===== config.mk =====
export PLATFORM = sky130hd
export DESIGN_NAME = sensor_glitch_filter_lockout_unit
export DESIGN_NICKNAME = d
export VERILOG_FILES = /design/src/hw/rtl/sgfl_pkg.sv /design/src/hw/rtl/sgfl_lane.sv /design/src/hw/rtl/sgfl_merge.sv /design/src/hw/rtl/sensor_glitch_filter_lockout_unit.sv
export SDC_FILE = /design/constraint.sdc
export NUM_CORES = 2
export LEC_CHECK = 0
export BUFFER_PORTS_ARGS = -buffer_cell sky130_fd_sc_hd__buf_2
export CORE_ASPECT_RATIO = 0.6
export CORE_UTILIZATION = 60
export CTS_BUF_LIST = sky130_fd_sc_hd__clkbuf_16
export CTS_CLUSTER_SIZE = 14
export DETAILED_ROUTE_END_ITERATION = 10
export PLACE_DENSITY = 0.77
export SKIP_CTS_REPAIR_TIMING = 1
export SYNTH_ARGS = -nofsm -noshare
export SYNTH_HDL_FRONTEND = slang
export SYNTH_SLANG_ARGS = --single-unit

===== constraint.sdc =====
create_clock -name i_clk -period 28.1 [get_ports i_clk]
set_input_delay 5.62 -clock i_clk [delete_from_list [all_inputs] [get_ports i_clk]]
set_output_delay 5.62 -clock i_clk [all_outputs]
set_load 0.02 [all_outputs]

===== src/hw/rtl/sgfl_pkg.sv =====
// Shared types and constants for the sensor glitch filter with lockout.
// Holds field widths, register map codes, reset values and the lane result struct.
// No dependencies.
package sgfl_pkg;

    localparam int SENSOR_COUNT_DEF = 16;
    localparam int MASK_W           = 16;
    localparam int TIME_W           = 32;
    localparam int IN_DATA_W        = 48;
    localparam int OUT_DATA_W       = 64;
    localparam int ADDR_W           = 4;
    localparam int APB_DATA_W       = 32;

    localparam logic [1:0] REG_GLITCH_MS  = 2'd0;
    localparam logic [1:0] REG_LOCKOUT_MS = 2'd1;
    localparam logic [1:0] REG_USED_MASK  = 2'd2;

    localparam logic [TIME_W-1:0] GLITCH_MS_RST  = 32'd20;
    localparam logic [TIME_W-1:0] LOCKOUT_MS_RST = 32'd1000;
    localparam logic [MASK_W-1:0] USED_MASK_RST  = 16'hFFFF;

    typedef struct packed {
        logic active;
        logic changed;
        logic rise;
        logic fall;
        logic dirty;
    } t_lane_res;

endpackage


===== src/hw/rtl/sgfl_lane.sv =====
// One sensor slot: debounce timer, presence, lockout and sticky edge bits.
// Depends on sgfl_pkg for field widths and the lane result struct.
module sgfl_lane (
    input  logic                           i_clk,
    input  logic                           i_rst_n,
    input  logic                           i_accept,
    input  logic                           i_used,
    input  logic                           i_level,
    input  logic [sgfl_pkg::TIME_W-1:0]    i_now,
    input  logic                           i_clear,
    input  logic [sgfl_pkg::TIME_W-1:0]    i_glitch_ms,
    input  logic [sgfl_pkg::TIME_W-1:0]    i_lockout_ms,
    output sgfl_pkg::t_lane_res            o_res
);

    logic                        r_baseline, n_baseline;
    logic                        r_raw_prev, n_raw_prev;
    logic [sgfl_pkg::TIME_W-1:0] r_since, n_since;
    logic                        r_presence, n_presence;
    logic                        r_locked, n_locked;
    logic [sgfl_pkg::TIME_W-1:0] r_unlock, n_unlock;
    logic                        r_active, n_active;
    logic                        r_rise, n_rise;
    logic                        r_fall, n_fall;

    logic                        act;
    logic                        rise_c;
    logic                        fall_c;
    logic [sgfl_pkg::TIME_W-1:0] since_diff;
    logic [sgfl_pkg::TIME_W-1:0] unlock_diff;
    logic                        stable;
    logic                        still_locked;
    logic                        changed;

    always_comb begin
        act          = ~i_level;
        rise_c       = i_clear ? 1'b0 : r_rise;
        fall_c       = i_clear ? 1'b0 : r_fall;
        since_diff   = i_now - r_since;
        unlock_diff  = i_now - r_unlock;
        stable       = since_diff >= i_glitch_ms;
        // The lockout ends once the timestamp has reached the unlock time.
        still_locked = r_locked & unlock_diff[sgfl_pkg::TIME_W-1];

        n_baseline = r_baseline;
        n_raw_prev = r_raw_prev;
        n_since    = r_since;
        n_presence = r_presence;
        n_locked   = r_locked;
        n_unlock   = r_unlock;
        n_active   = r_active;
        n_rise     = rise_c;
        n_fall     = fall_c;
        changed    = 1'b0;

        priority if (!i_used) begin
            n_presence = 1'b0;
        end else if (!r_baseline) begin
            n_baseline = 1'b1;
            n_raw_prev = act;
            n_since    = i_now;
            n_presence = act;
            n_active   = act;
        end else if (act != r_raw_prev) begin
            n_raw_prev = act;
            n_since    = i_now;
        end else if (stable) begin
            n_locked = still_locked;
            if (act && !r_presence) begin
                n_presence = 1'b1;
                if (!still_locked) begin
                    n_active = 1'b1;
                    changed  = 1'b1;
                    n_rise   = 1'b1;
                    n_locked = 1'b1;
                    n_unlock = i_now + i_lockout_ms;
                end
            end else if (!act && r_presence) begin
                n_presence = 1'b0;
                n_active   = 1'b0;
                n_fall     = 1'b1;
            end
        end else begin
            // A level that has not settled yet leaves the slot as it is.
        end

        o_res.active  = n_active;
        o_res.changed = changed;
        o_res.rise    = n_rise;
        o_res.fall    = n_fall;
        o_res.dirty   = (n_active != r_active) || (n_rise != rise_c) || (n_fall != fall_c);
    end

    always_ff @(posedge i_clk) begin
        if (!i_rst_n) begin
            r_baseline <= 1'b0;
            r_raw_prev <= 1'b0;
            r_presence <= 1'b0;
            r_locked   <= 1'b0;
            r_active   <= 1'b0;
            r_rise     <= 1'b0;
            r_fall     <= 1'b0;
        end else if (i_accept) begin
            r_baseline <= n_baseline;
            r_raw_prev <= n_raw_prev;
            r_presence <= n_presence;
            r_locked   <= n_locked;
            r_active   <= n_active;
            r_rise     <= n_rise;
            r_fall     <= n_fall;
        end
    end

    always_ff @(posedge i_clk) begin
        if (i_accept) begin
            r_since  <= n_since;
            r_unlock <= n_unlock;
        end
    end

    a_lock_needs_base: assert property (@(posedge i_clk) disable iff (!i_rst_n)
        r_locked |-> r_baseline)
        else $error("slot locked before its baseline was taken");

    a_unused_clears: assert property (@(posedge i_clk) disable iff (!i_rst_n)
        (i_accept && !i_used) |=> !r_presence)
        else $error("unused slot kept its presence");

    a_trigger_locks: assert property (@(posedge i_clk) disable iff (!i_rst_n)
        (i_accept && o_res.changed) |=> (r_locked && r_active && r_rise))
        else $error("triggered entry did not lock and mark the slot");

endmodule


===== src/hw/rtl/sgfl_merge.sv =====
// Merges the lane results into one result transaction and holds it in an
// output register backed by a one-entry skid stage. Depends on sgfl_pkg.
module sgfl_merge #(
    parameter int LANES = sgfl_pkg::SENSOR_COUNT_DEF
) (
    input  logic                              i_clk,
    input  logic                              i_rst_n,
    input  sgfl_pkg::t_lane_res               i_lane_res [LANES],
    input  logic                              i_accept,
    output logic                              o_in_ready,
    output logic                              o_out_valid,
    input  logic                              i_out_ready,
    output logic [sgfl_pkg::OUT_DATA_W-1:0]   o_out_data,
    output logic                              o_out_dirty
);

    logic [sgfl_pkg::MASK_W-1:0]     active_m, changed_m, rise_m, fall_m;
    logic                            dirty_any;
    logic [sgfl_pkg::OUT_DATA_W-1:0] new_data;

    logic                            r_out_valid;
    logic [sgfl_pkg::OUT_DATA_W-1:0] r_out_data;
    logic                            r_out_dirty;
    logic                            r_skid_valid;
    logic [sgfl_pkg::OUT_DATA_W-1:0] r_skid_data;
    logic                            r_skid_dirty;
    logic                            out_take;

    always_comb begin
        active_m  = '0;
        changed_m = '0;
        rise_m    = '0;
        fall_m    = '0;
        dirty_any = 1'b0;
        for (int i = 0; i < LANES; i++) begin
            active_m[i]  = i_lane_res[i].active;
            changed_m[i] = i_lane_res[i].changed;
            rise_m[i]    = i_lane_res[i].rise;
            fall_m[i]    = i_lane_res[i].fall;
            dirty_any    = dirty_any | i_lane_res[i].dirty;
        end
        new_data = {fall_m, rise_m, changed_m, active_m};
    end

    assign out_take    = r_out_valid & i_out_ready;
    assign o_in_ready  = ~r_skid_valid;
    assign o_out_valid = r_out_valid;
    assign o_out_data  = r_out_data;
    assign o_out_dirty = r_out_dirty;

    always_ff @(posedge i_clk) begin
        if (!i_rst_n) begin
            r_out_valid  <= 1'b0;
            r_skid_valid <= 1'b0;
        end else begin
            if (out_take) begin
                if (r_skid_valid) begin
                    r_skid_valid <= 1'b0;
                end else begin
                    r_out_valid <= i_accept;
                end
            end else if (i_accept) begin
                if (r_out_valid) begin
                    r_skid_valid <= 1'b1;
                end else begin
                    r_out_valid <= 1'b1;
                end
            end
        end
    end

    always_ff @(posedge i_clk) begin
        if (out_take && r_skid_valid) begin
            r_out_data  <= r_skid_data;
            r_out_dirty <= r_skid_dirty;
        end else if (i_accept && (out_take || !r_out_valid)) begin
            r_out_data  <= new_data;
            r_out_dirty <= dirty_any;
        end
        if (i_accept && r_out_valid && !out_take) begin
            r_skid_data  <= new_data;
            r_skid_dirty <= dirty_any;
        end
    end

    a_skid_behind_out: assert property (@(posedge i_clk) disable iff (!i_rst_n)
        r_skid_valid |-> r_out_valid)
        else $error("skid stage holds a result while the output register is empty");

    a_stall_fills_skid: assert property (@(posedge i_clk) disable iff (!i_rst_n)
        (i_accept && r_out_valid && !i_out_ready) |=> r_skid_valid)
        else $error("result accepted under a stall was not kept in the skid stage");

    a_skid_drains: assert property (@(posedge i_clk) disable iff (!i_rst_n)
        (r_skid_valid && i_out_ready) |=> (r_out_valid && !r_skid_valid))
        else $error("skid stage did not move into the output register");

endmodule


===== src/hw/rtl/sensor_glitch_filter_lockout_unit.sv =====
// Top level of the sensor glitch filter with lockout: register file, one lane
// per sensor slot and the result merge stage. Depends on sgfl_pkg, sgfl_lane, sgfl_merge.
//
//  Channel  Direction  Payload
//  s_axis   in         tdata: raw_levels[15:0], now_ms[47:16]; tuser: clear_edges
//  m_axis   out        tdata: active[15:0], changed[31:16], rise[47:32], fall[63:48];
//                      tuser: diag_dirty
//  apb      in/out     0x0 glitch_ms, 0x4 lockout_ms, 0x8 used_mask
//
// One sample is accepted per cycle while s_axis_tready is high; its result is
// registered in the output register, or in the skid stage while the output
// is stalled. All lanes update their slot state in the accepting cycle.
// Reset is synchronous and active low and needs no clearing pass.
// A stalled output keeps one more result in a skid stage; s_axis_tready
// drops only while both the output register and the skid stage are full.
module sensor_glitch_filter_lockout_unit #(
    parameter int SENSOR_COUNT = sgfl_pkg::SENSOR_COUNT_DEF
) (
    input  logic                                i_clk,
    input  logic                                i_rst_n,
    input  logic                                s_axis_tvalid,
    output logic                                s_axis_tready,
    // raw_levels [15:0], now_ms [47:16]
    input  logic [sgfl_pkg::IN_DATA_W-1:0]      s_axis_tdata,
    // clear_edges [0]
    input  logic                                s_axis_tuser,
    output logic                                m_axis_tvalid,
    input  logic                                m_axis_tready,
    // active_mask [15:0], changed_mask [31:16], rise_mask [47:32], fall_mask [63:48]
    output logic [sgfl_pkg::OUT_DATA_W-1:0]     m_axis_tdata,
    // diag_dirty [0]
    output logic                                m_axis_tuser,
    input  logic                                psel,
    input  logic                                penable,
    input  logic                                pwrite,
    input  logic [sgfl_pkg::ADDR_W-1:0]         paddr,
    input  logic [sgfl_pkg::APB_DATA_W-1:0]     pwdata,
    output logic [sgfl_pkg::APB_DATA_W-1:0]     prdata,
    output logic                                pready
);

    localparam int LANES = (SENSOR_COUNT < sgfl_pkg::MASK_W) ? SENSOR_COUNT
                                                               : sgfl_pkg::MASK_W;

    logic [sgfl_pkg::TIME_W-1:0] r_glitch_ms;
    logic [sgfl_pkg::TIME_W-1:0] r_lockout_ms;
    logic [sgfl_pkg::MASK_W-1:0] r_used_mask;

    logic                        cfg_write;
    logic [1:0]                  reg_idx;
    logic                        in_accept;
    logic [sgfl_pkg::MASK_W-1:0] raw_levels;
    logic [sgfl_pkg::TIME_W-1:0] now_ms;
    sgfl_pkg::t_lane_res         lane_res [LANES];

    assign pready    = 1'b1;
    assign reg_idx   = paddr[3:2];
    assign cfg_write = psel & penable & pwrite & pready;

    always_ff @(posedge i_clk) begin
        if (!i_rst_n) begin
            r_glitch_ms  <= sgfl_pkg::GLITCH_MS_RST;
            r_lockout_ms <= sgfl_pkg::LOCKOUT_MS_RST;
            r_used_mask  <= sgfl_pkg::USED_MASK_RST;
        end else if (cfg_write) begin
            unique case (reg_idx)
                sgfl_pkg::REG_GLITCH_MS:  r_glitch_ms  <= pwdata;
                sgfl_pkg::REG_LOCKOUT_MS: r_lockout_ms <= pwdata;
                sgfl_pkg::REG_USED_MASK:  r_used_mask  <= pwdata[sgfl_pkg::MASK_W-1:0];
                default: ;
            endcase
        end
    end

    always_comb begin
        unique case (reg_idx)
            sgfl_pkg::REG_GLITCH_MS:  prdata = r_glitch_ms;
            sgfl_pkg::REG_LOCKOUT_MS: prdata = r_lockout_ms;
            sgfl_pkg::REG_USED_MASK:  prdata = {{(sgfl_pkg::APB_DATA_W-sgfl_pkg::MASK_W){1'b0}},
                                                r_used_mask};
            default:                  prdata = '0;
        endcase
    end

    assign in_accept  = s_axis_tvalid & s_axis_tready;
    assign raw_levels = s_axis_tdata[sgfl_pkg::MASK_W-1:0];
    assign now_ms     = s_axis_tdata[sgfl_pkg::IN_DATA_W-1:sgfl_pkg::MASK_W];

    for (genvar g = 0; g < LANES; g++) begin : g_lane
        sgfl_lane u_lane (
            .i_clk        (i_clk),
            .i_rst_n      (i_rst_n),
            .i_accept     (in_accept),
            .i_used       (r_used_mask[g]),
            .i_level      (raw_levels[g]),
            .i_now        (now_ms),
            .i_clear      (s_axis_tuser),
            .i_glitch_ms  (r_glitch_ms),
            .i_lockout_ms (r_lockout_ms),
            .o_res        (lane_res[g])
        );
    end

    sgfl_merge #(
        .LANES (LANES)
    ) u_merge (
        .i_clk       (i_clk),
        .i_rst_n     (i_rst_n),
        .i_lane_res  (lane_res),
        .i_accept    (in_accept),
        .o_in_ready  (s_axis_tready),
        .o_out_valid (m_axis_tvalid),
        .i_out_ready (m_axis_tready),
        .o_out_data  (m_axis_tdata),
        .o_out_dirty (m_axis_tuser)
    );

endmodule

Word-level counts from Yosys, hierarchy flattened. Cells that the tools add are included.

Add/subtract/negate cells: 33. Magnitude comparators: 16. Equal/unequal tests: 131. Mux-type cells: 616. Bitwise logic cells: 85. Reduce and logical (&&, ||, !) cells: 176.

Operators with widths (count): $mux 32 (32); $sub 32x32->32 (32); $mux 1 (581); $ge 32x32->1 (16); $mux 64 (2); $reduce_and 7->1 (16); $ne 3x3->1 const B (32); $pmux 32 s3 (1); $reduce_and 5->1 (16); $ne 1x1->1 (64); $ne 4x4->1 const B (16); $reduce_and 4->1 (16); $not 1->1 (50); $reduce_and 3->1 (16); $reduce_and 2->1 (21); $logic_and 1x1->1 (36); $ne 2x2->1 const B (17); $logic_or 1x1->1 (33); $add 32x32->32 (1); $and 1x1->1 (20); $logic_not 1->1 (18); $or 1x1->1 (15); $reduce_bool 2->1 (2); $eq 2x1->1 const B (1); other kinds (3) (3).

Bits in registers: 1348. Input port bits: 92. Output and inout bits: 100. Logic and storage cells: 1210.

Longest topological paths before layout.
Depth in word-level cells: 28. Mapped depth: 29.

Modules after synthesis. Synthesis repeated with hierarchy kept, for this count alone.

Cell total of the unflattened synthesis: 13257. Area, all modules: 122754.0 um^2.

By module, submodules not included: sgfl_lane (g_lane[11].u_lane ...) (times used 7, cells an instance 782, area each 7063.0 um^2, sequential area each 2062.0 um^2); sgfl_lane (g_lane[0].u_lane ...) (times used 4, cells an instance 800, area each 7243.2 um^2, sequential area each 2062.0 um^2); sgfl_lane (g_lane[7].u_lane ...) (times used 3, cells an instance 788, area each 7123.1 um^2, sequential area each 2062.0 um^2); sgfl_lane (g_lane[6].u_lane) (times used 1, cells an instance 811, area each 7214.4 um^2, sequential area each 2062.0 um^2); sgfl_lane (g_lane[10].u_lane) (times used 1, cells an instance 768, area each 7034.2 um^2, sequential area each 2062.0 um^2); sgfl_merge (times used 1, cells an instance 221, area each 5027.3 um^2, sequential area each 3943.8 um^2); sensor_glitch_filter_lockout_unit (times used 1, cells an instance 419, area each 3694.8 um^2, sequential area each 1601.5 um^2).

Worst setup path before layout. Ideal clock, no wire load.

Kind: input to register. Start point: input port s_axis_tdata[16] (netlist bit). End point: register g_lane[3].u_lane.r_unlock[0] (netlist bit) (enable). Arrival: 14.812 ns. Path slack: 12.693 ns. Stages on the path: 24. Cells stage by stage: clkbuf_1 -> inv_1 -> ha_1 -> inv_1 -> fa_1 -> a21o_1 -> a21oi_1 -> o21ai_0 -> a31oi_1 -> a41oi_1 -> a211o_1 -> nand3_1 -> a31oi_1 -> a31o_2 -> a21oi_1 -> xnor2_1 -> ha_1 -> nand4_1 -> nor2_1 -> o211ai_1 -> a21oi_1 -> and3_1 -> inv_1 -> a2111oi_0.

Word-level cells in the longest chain between the ends: 4. Elaborated cells on any way between the ends: 6. Classes of those cells: 2 x add/sub; 1 x order compare; 2 x bitwise; 1 x reduce/logical.

RTL lines: start: declaration (line sensor_glitch_filter_lockout_unit.sv:24) `input logic [sgfl_pkg::IN_DATA_W-1:0] s_axis_tdata,`; branches (longest 3 deep; another with $sub 32x32->32); $reduce_and 7->1 (no source line) *; end signal: assignment (line sgfl_lane.sv:117) `r_unlock <= n_unlock;`; end: declaration (line sgfl_lane.sv:21) `logic [sgfl_pkg::TIME_W-1:0] r_unlock, n_unlock;`.

Mark *: on every way between the ends. A chain may end at the register's enable or synchronous reset.

Final worst setup path.
Start point: input port s_axis_tdata[21] (netlist bit). End point: register u_merge.r_out_dirty, in the netlist u_merge.o_out_dirty, data pin.

Word-level cells in the longest chain between the ends: 28. Elaborated cells on any way between the ends: 417. Classes of those cells: 32 x add/sub; 16 x order compare; 48 x eq/ne; 258 x mux; 31 x bitwise; 32 x reduce/logical.

RTL lines: branches (longest 25 deep; another with $sub 32x32->32); $or 1x1->1 * (line sgfl_merge.sv:40) `dirty_any = dirty_any | i_lane_res[i].dirty;`; $mux 1 * (line sgfl_merge.sv:76) `end else if (i_accept && (out_take || !r_out_valid)) begin`; $mux 1 * (line sgfl_merge.sv:73) `if (out_take && r_skid_valid) begin`; end signal: assignment (line sgfl_merge.sv:75) `r_out_dirty <= r_skid_dirty;`; end signal: assignment (line sgfl_merge.sv:78) `r_out_dirty <= dirty_any;`; end: declaration (line sgfl_merge.sv:23) `logic r_out_dirty;`.

Mark *: on every way between the ends. The select of a mux whose other input is x is not followed.

==> flow_metrics.env <==
export IMPL_cts_sinks=1348
export IMPL_port_buffers=188
export IMPL_grt_pass1_vias=74100
export IMPL_crit_path_start_kind="primary input"
export IMPL_hp_class="reg -> reg"
export IMPL_clock_latency_ps=800
export IMPL_dieArea_um2=160000
export IMPL_synth_area_leaders="edfxtp_1, ha_1, inv_1, a21oi_1, dfxtp_1"
export IMPL_synth_fp_nets=11300
export IMPL_viasPerCell=6.51
export IMPL_syn_to_final_growth_pct=10.1
export IMPL_p_leak_nw=46.2
export IMPL_drt_first_iter_violations=11200
export IMPL_dpl_cell_count=12000
export IMPL_yosysWarningCount=0
export IMPL_worstPathRequired_ps=28630
export IMPL_final_cells=12300
export IMPL_nets=11700
export IMPL_clkPwrFrac_pct=31.6
export IMPL_gp_congestion=0.985
export IMPL_p_int_w=0.00400
export IMPL_max_freq_mhz=73.4
export IMPL_fp_coreArea_um2=157000
export IMPL_place_ws_ps=14170
export IMPL_tightest_slew_ps=1530
export IMPL_period_share_pct=48.5
export IMPL_path_buf_inv=5
export IMPL_crit_path_max_incr_delay_ps=1100
export IMPL_yosys_area_top_type_share_pct=36.4
export IMPL_slowest_stage="a221oi_2"
export IMPL_grt_max_degree=84
export IMPL_ys_seq_elements=1348
export IMPL_cts_tree="done"
export IMPL_finalSetupViolations=0
export IMPL_crit_type="in -> reg"
export IMPL_min_from="g_lane[0].u_lane.r_fall$_SDFFE_PN0P_"
export IMPL_cp_top_family="compound AO/OA/AOI/OAI gates"
export IMPL_r2r_start="g_lane[15].u_lane.r_since[1]$_DFFE_PP_"
export IMPL_yosys_most_used_dff="edfxtp_1"
export IMPL_place_hpwl_um=226000
export IMPL_numCtsBuffers=139
export IMPL_row_count=112
export IMPL_start_util_pct=60.9
export IMPL_via_count=79900
export IMPL_pwr_share_seq_pct=39.0
export IMPL_drt_pass1_iter_count=7
export IMPL_grt_use_total_pct=39.1
export IMPL_synthTopCellsByCount="ha_1, inv_1, edfxtp_1"
export IMPL_drcViolationCount=0
export IMPL_wl_um=320000
export IMPL_p_sw_w=0.00200
export IMPL_path_clk_slew_ps=60
export IMPL_finalHoldViolCount=0
export IMPL_wire_per_inst_um=26.1
export IMPL_cp_max_fo=25
export IMPL_setup_ws_ps=14480
export IMPL_yosysMostFrequentCell="ha_1"
export IMPL_max_cap_violations=1
export IMPL_violations="max-capacitance violations, max-slew violations"
export IMPL_ir_worst_vdd_mv=0.0542
export IMPL_synth_distinct_cells=101
export IMPL_synth_area_per_cell_um2=9.87
export IMPL_drive_above_1_share_pct=7.10
export IMPL_synthCells=9656
export IMPL_layout_min_cycle_time_ps=13620
export IMPL_die_w_um=517
export IMPL_die_h_um=311
export IMPL_fin_setup_tns_ps=0
export IMPL_end_kind="flip-flop"
export IMPL_global_route_overflow_total=0
export IMPL_cts_path_max_buffers=3
export IMPL_multiInputGateArea_um2=52200
export IMPL_grt_first_pass_wirelength_um=465000
export IMPL_ant_nets=0
export IMPL_htreeDepth=4
export IMPL_crit_arrival_ps=14160
export IMPL_fillers=12000
export IMPL_ios=192
export IMPL_startpoint="s_axis_tdata[21]"
export IMPL_p_per_area_nw_per_um2=57.2
export IMPL_seqCellArea_um2=38500
export IMPL_synthArstFlopShare_pct=0
export IMPL_final_max_slew_viol_count=2
export IMPL_yosysSeqAreaShare_pct=40.4
export IMPL_antenna_found_initial=38
export IMPL_finClkSkew_ps=33.4
export IMPL_maxSlewHeadroom_pct=-2.58
export IMPL_netlist_area_um2=95300
export IMPL_rrSetupSlack_ps=19870
export IMPL_rsz0062_at_grt="no"
export IMPL_synth_edf_count=1154
export IMPL_cts_root_buf="clkbuf_16"
export IMPL_swShare_pct=33.3
export IMPL_crit_top_cell="buf_4"
export IMPL_outcome="complete, but fails checks"
export IMPL_pwr_share_comb_pct=29.3
export IMPL_synth_area_leader_cell="edfxtp_1"
==> cells by family after synthesis <==
logic type,Yosys count,share of synthesized area (%)
compound gates,2495,16.9
xor+xnor,511,4.70
fa+ha+maj,1536,20.3
buf+inv,1349,5.33
flops,1348,40.4
mux,52,0.566
other cells,1,0.00393
simple gates,2364,11.8
==> placed cells by master, fill, tap and decap left out, types with 66 or more instances in the layout <==
master | Yosys | routed
a211oi_1 | 149 | 146
a21o_1 | 301 | 301
a21oi_1 | 815 | 799
a31oi_1 | 70 | 69
and3_1 | 68 | 66
buf_2 | 4 | 186
buf_4 | 2 | 183
clkbuf_16 | 0 | 145
dfxtp_1 | 194 | 194
edfxtp_1 | 1154 | 1154
ha_1 | 1519 | 1519
inv_1 | 1216 | 1233
nand2_1 | 651 | 650
nand2b_1 | 95 | 95
nand3_1 | 194 | 193
nand4_1 | 156 | 156
nor2_1 | 659 | 650
nor2b_1 | 91 | 90
nor3_1 | 177 | 173
o211ai_1 | 85 | 85
o21a_1 | 107 | 107
o21ai_0 | 420 | 418
o21bai_1 | 74 | 74
or3_1 | 71 | 71
xnor2_1 | 359 | 351
xor2_1 | 151 | 150
==> worst paths after layout <==
check | endpoint | cells after the start
worst max-delay path | u_merge.o_out_dirty$_DFFE_PP_ | 27
worst max register to register | u_merge.o_out_dirty$_DFFE_PP_ | 26
worst min-delay path | g_lane[0].u_lane.r_fall$_SDFFE_PN0P_ | 2
worst min register to register | g_lane[0].u_lane.r_fall$_SDFFE_PN0P_ | 2
==> cell type report <==
class | count | area share [%]
flip-flops and latches | 1348 | 36.7
clock inverters | 106 | 0.847
repair buffers | 374 | 2.29
diodes | 20 | 0.0477
clock buffers | 145 | 3.46
inverters | 1218 | 4.36
multi-input cells | 6959 | 49.7
well taps | 2109 | 2.52
==> tightest hold or removal path, delay by kind of cell (launching register included) <==
family             cells  cell delay [ps]
and+or+nand+nor        1               60
AOI/OAI and AO/OA      1               50
DFF                    1              310
==> power by group through the flow <==
stage / registers [W] / clock network, W / logic [W]
floorplan: 0.00238 / 0 / 0.00114
global placement: 0.00238 / 0 / 0.00160
detailed placement: 0.00238 / 0 / 0.00169
CTS: 0.00234 / 0.00190 / 0.00170
global route: 0.00235 / 0.00197 / 0.00192
finish: 0.00234 / 0.00190 / 0.00176
==> per-stage QoR <==
| step | power (W) | hold slack, ps | utilization [%] | cell area, um^2 |
|---|---|---|---|---|
| 6_report | 0.00600 | 465 | 67.0 | 105000 |
| 5_1_grt | 0.00624 | 486 | 67.0 | 105000 |
| 4_1_cts | 0.00594 | 463 | 67.0 | 105000 |
| 3_5_place_dp | 0.00407 | 454 | 64.1 | 100000 |
| 3_3_place_gp | 0.00398 | 440 | 64.1 | 100000 |
| 2_1_floorplan | 0.00352 | 432 | - | 95300 |
==> registers in the layout, indices dropped and copies added, names as in the netlist, 32 cells and up <==
register and flops:
r_glitch_ms 32, u_merge.o_out_data 64, u_merge.r_skid_data 64, g_lane.u_lane.r_since 512, r_lockout_ms 32, g_lane.u_lane.r_unlock 512
==> per-layer routing <==
layer / track usage (%) / routed length, um
met5: 0 / 12
met4: 15.0 / 13300
met3: 15.1 / 54700
met2: 52.2 / 123000
met1: 56.2 / 130000
Power figures use the tool's default switching activity.
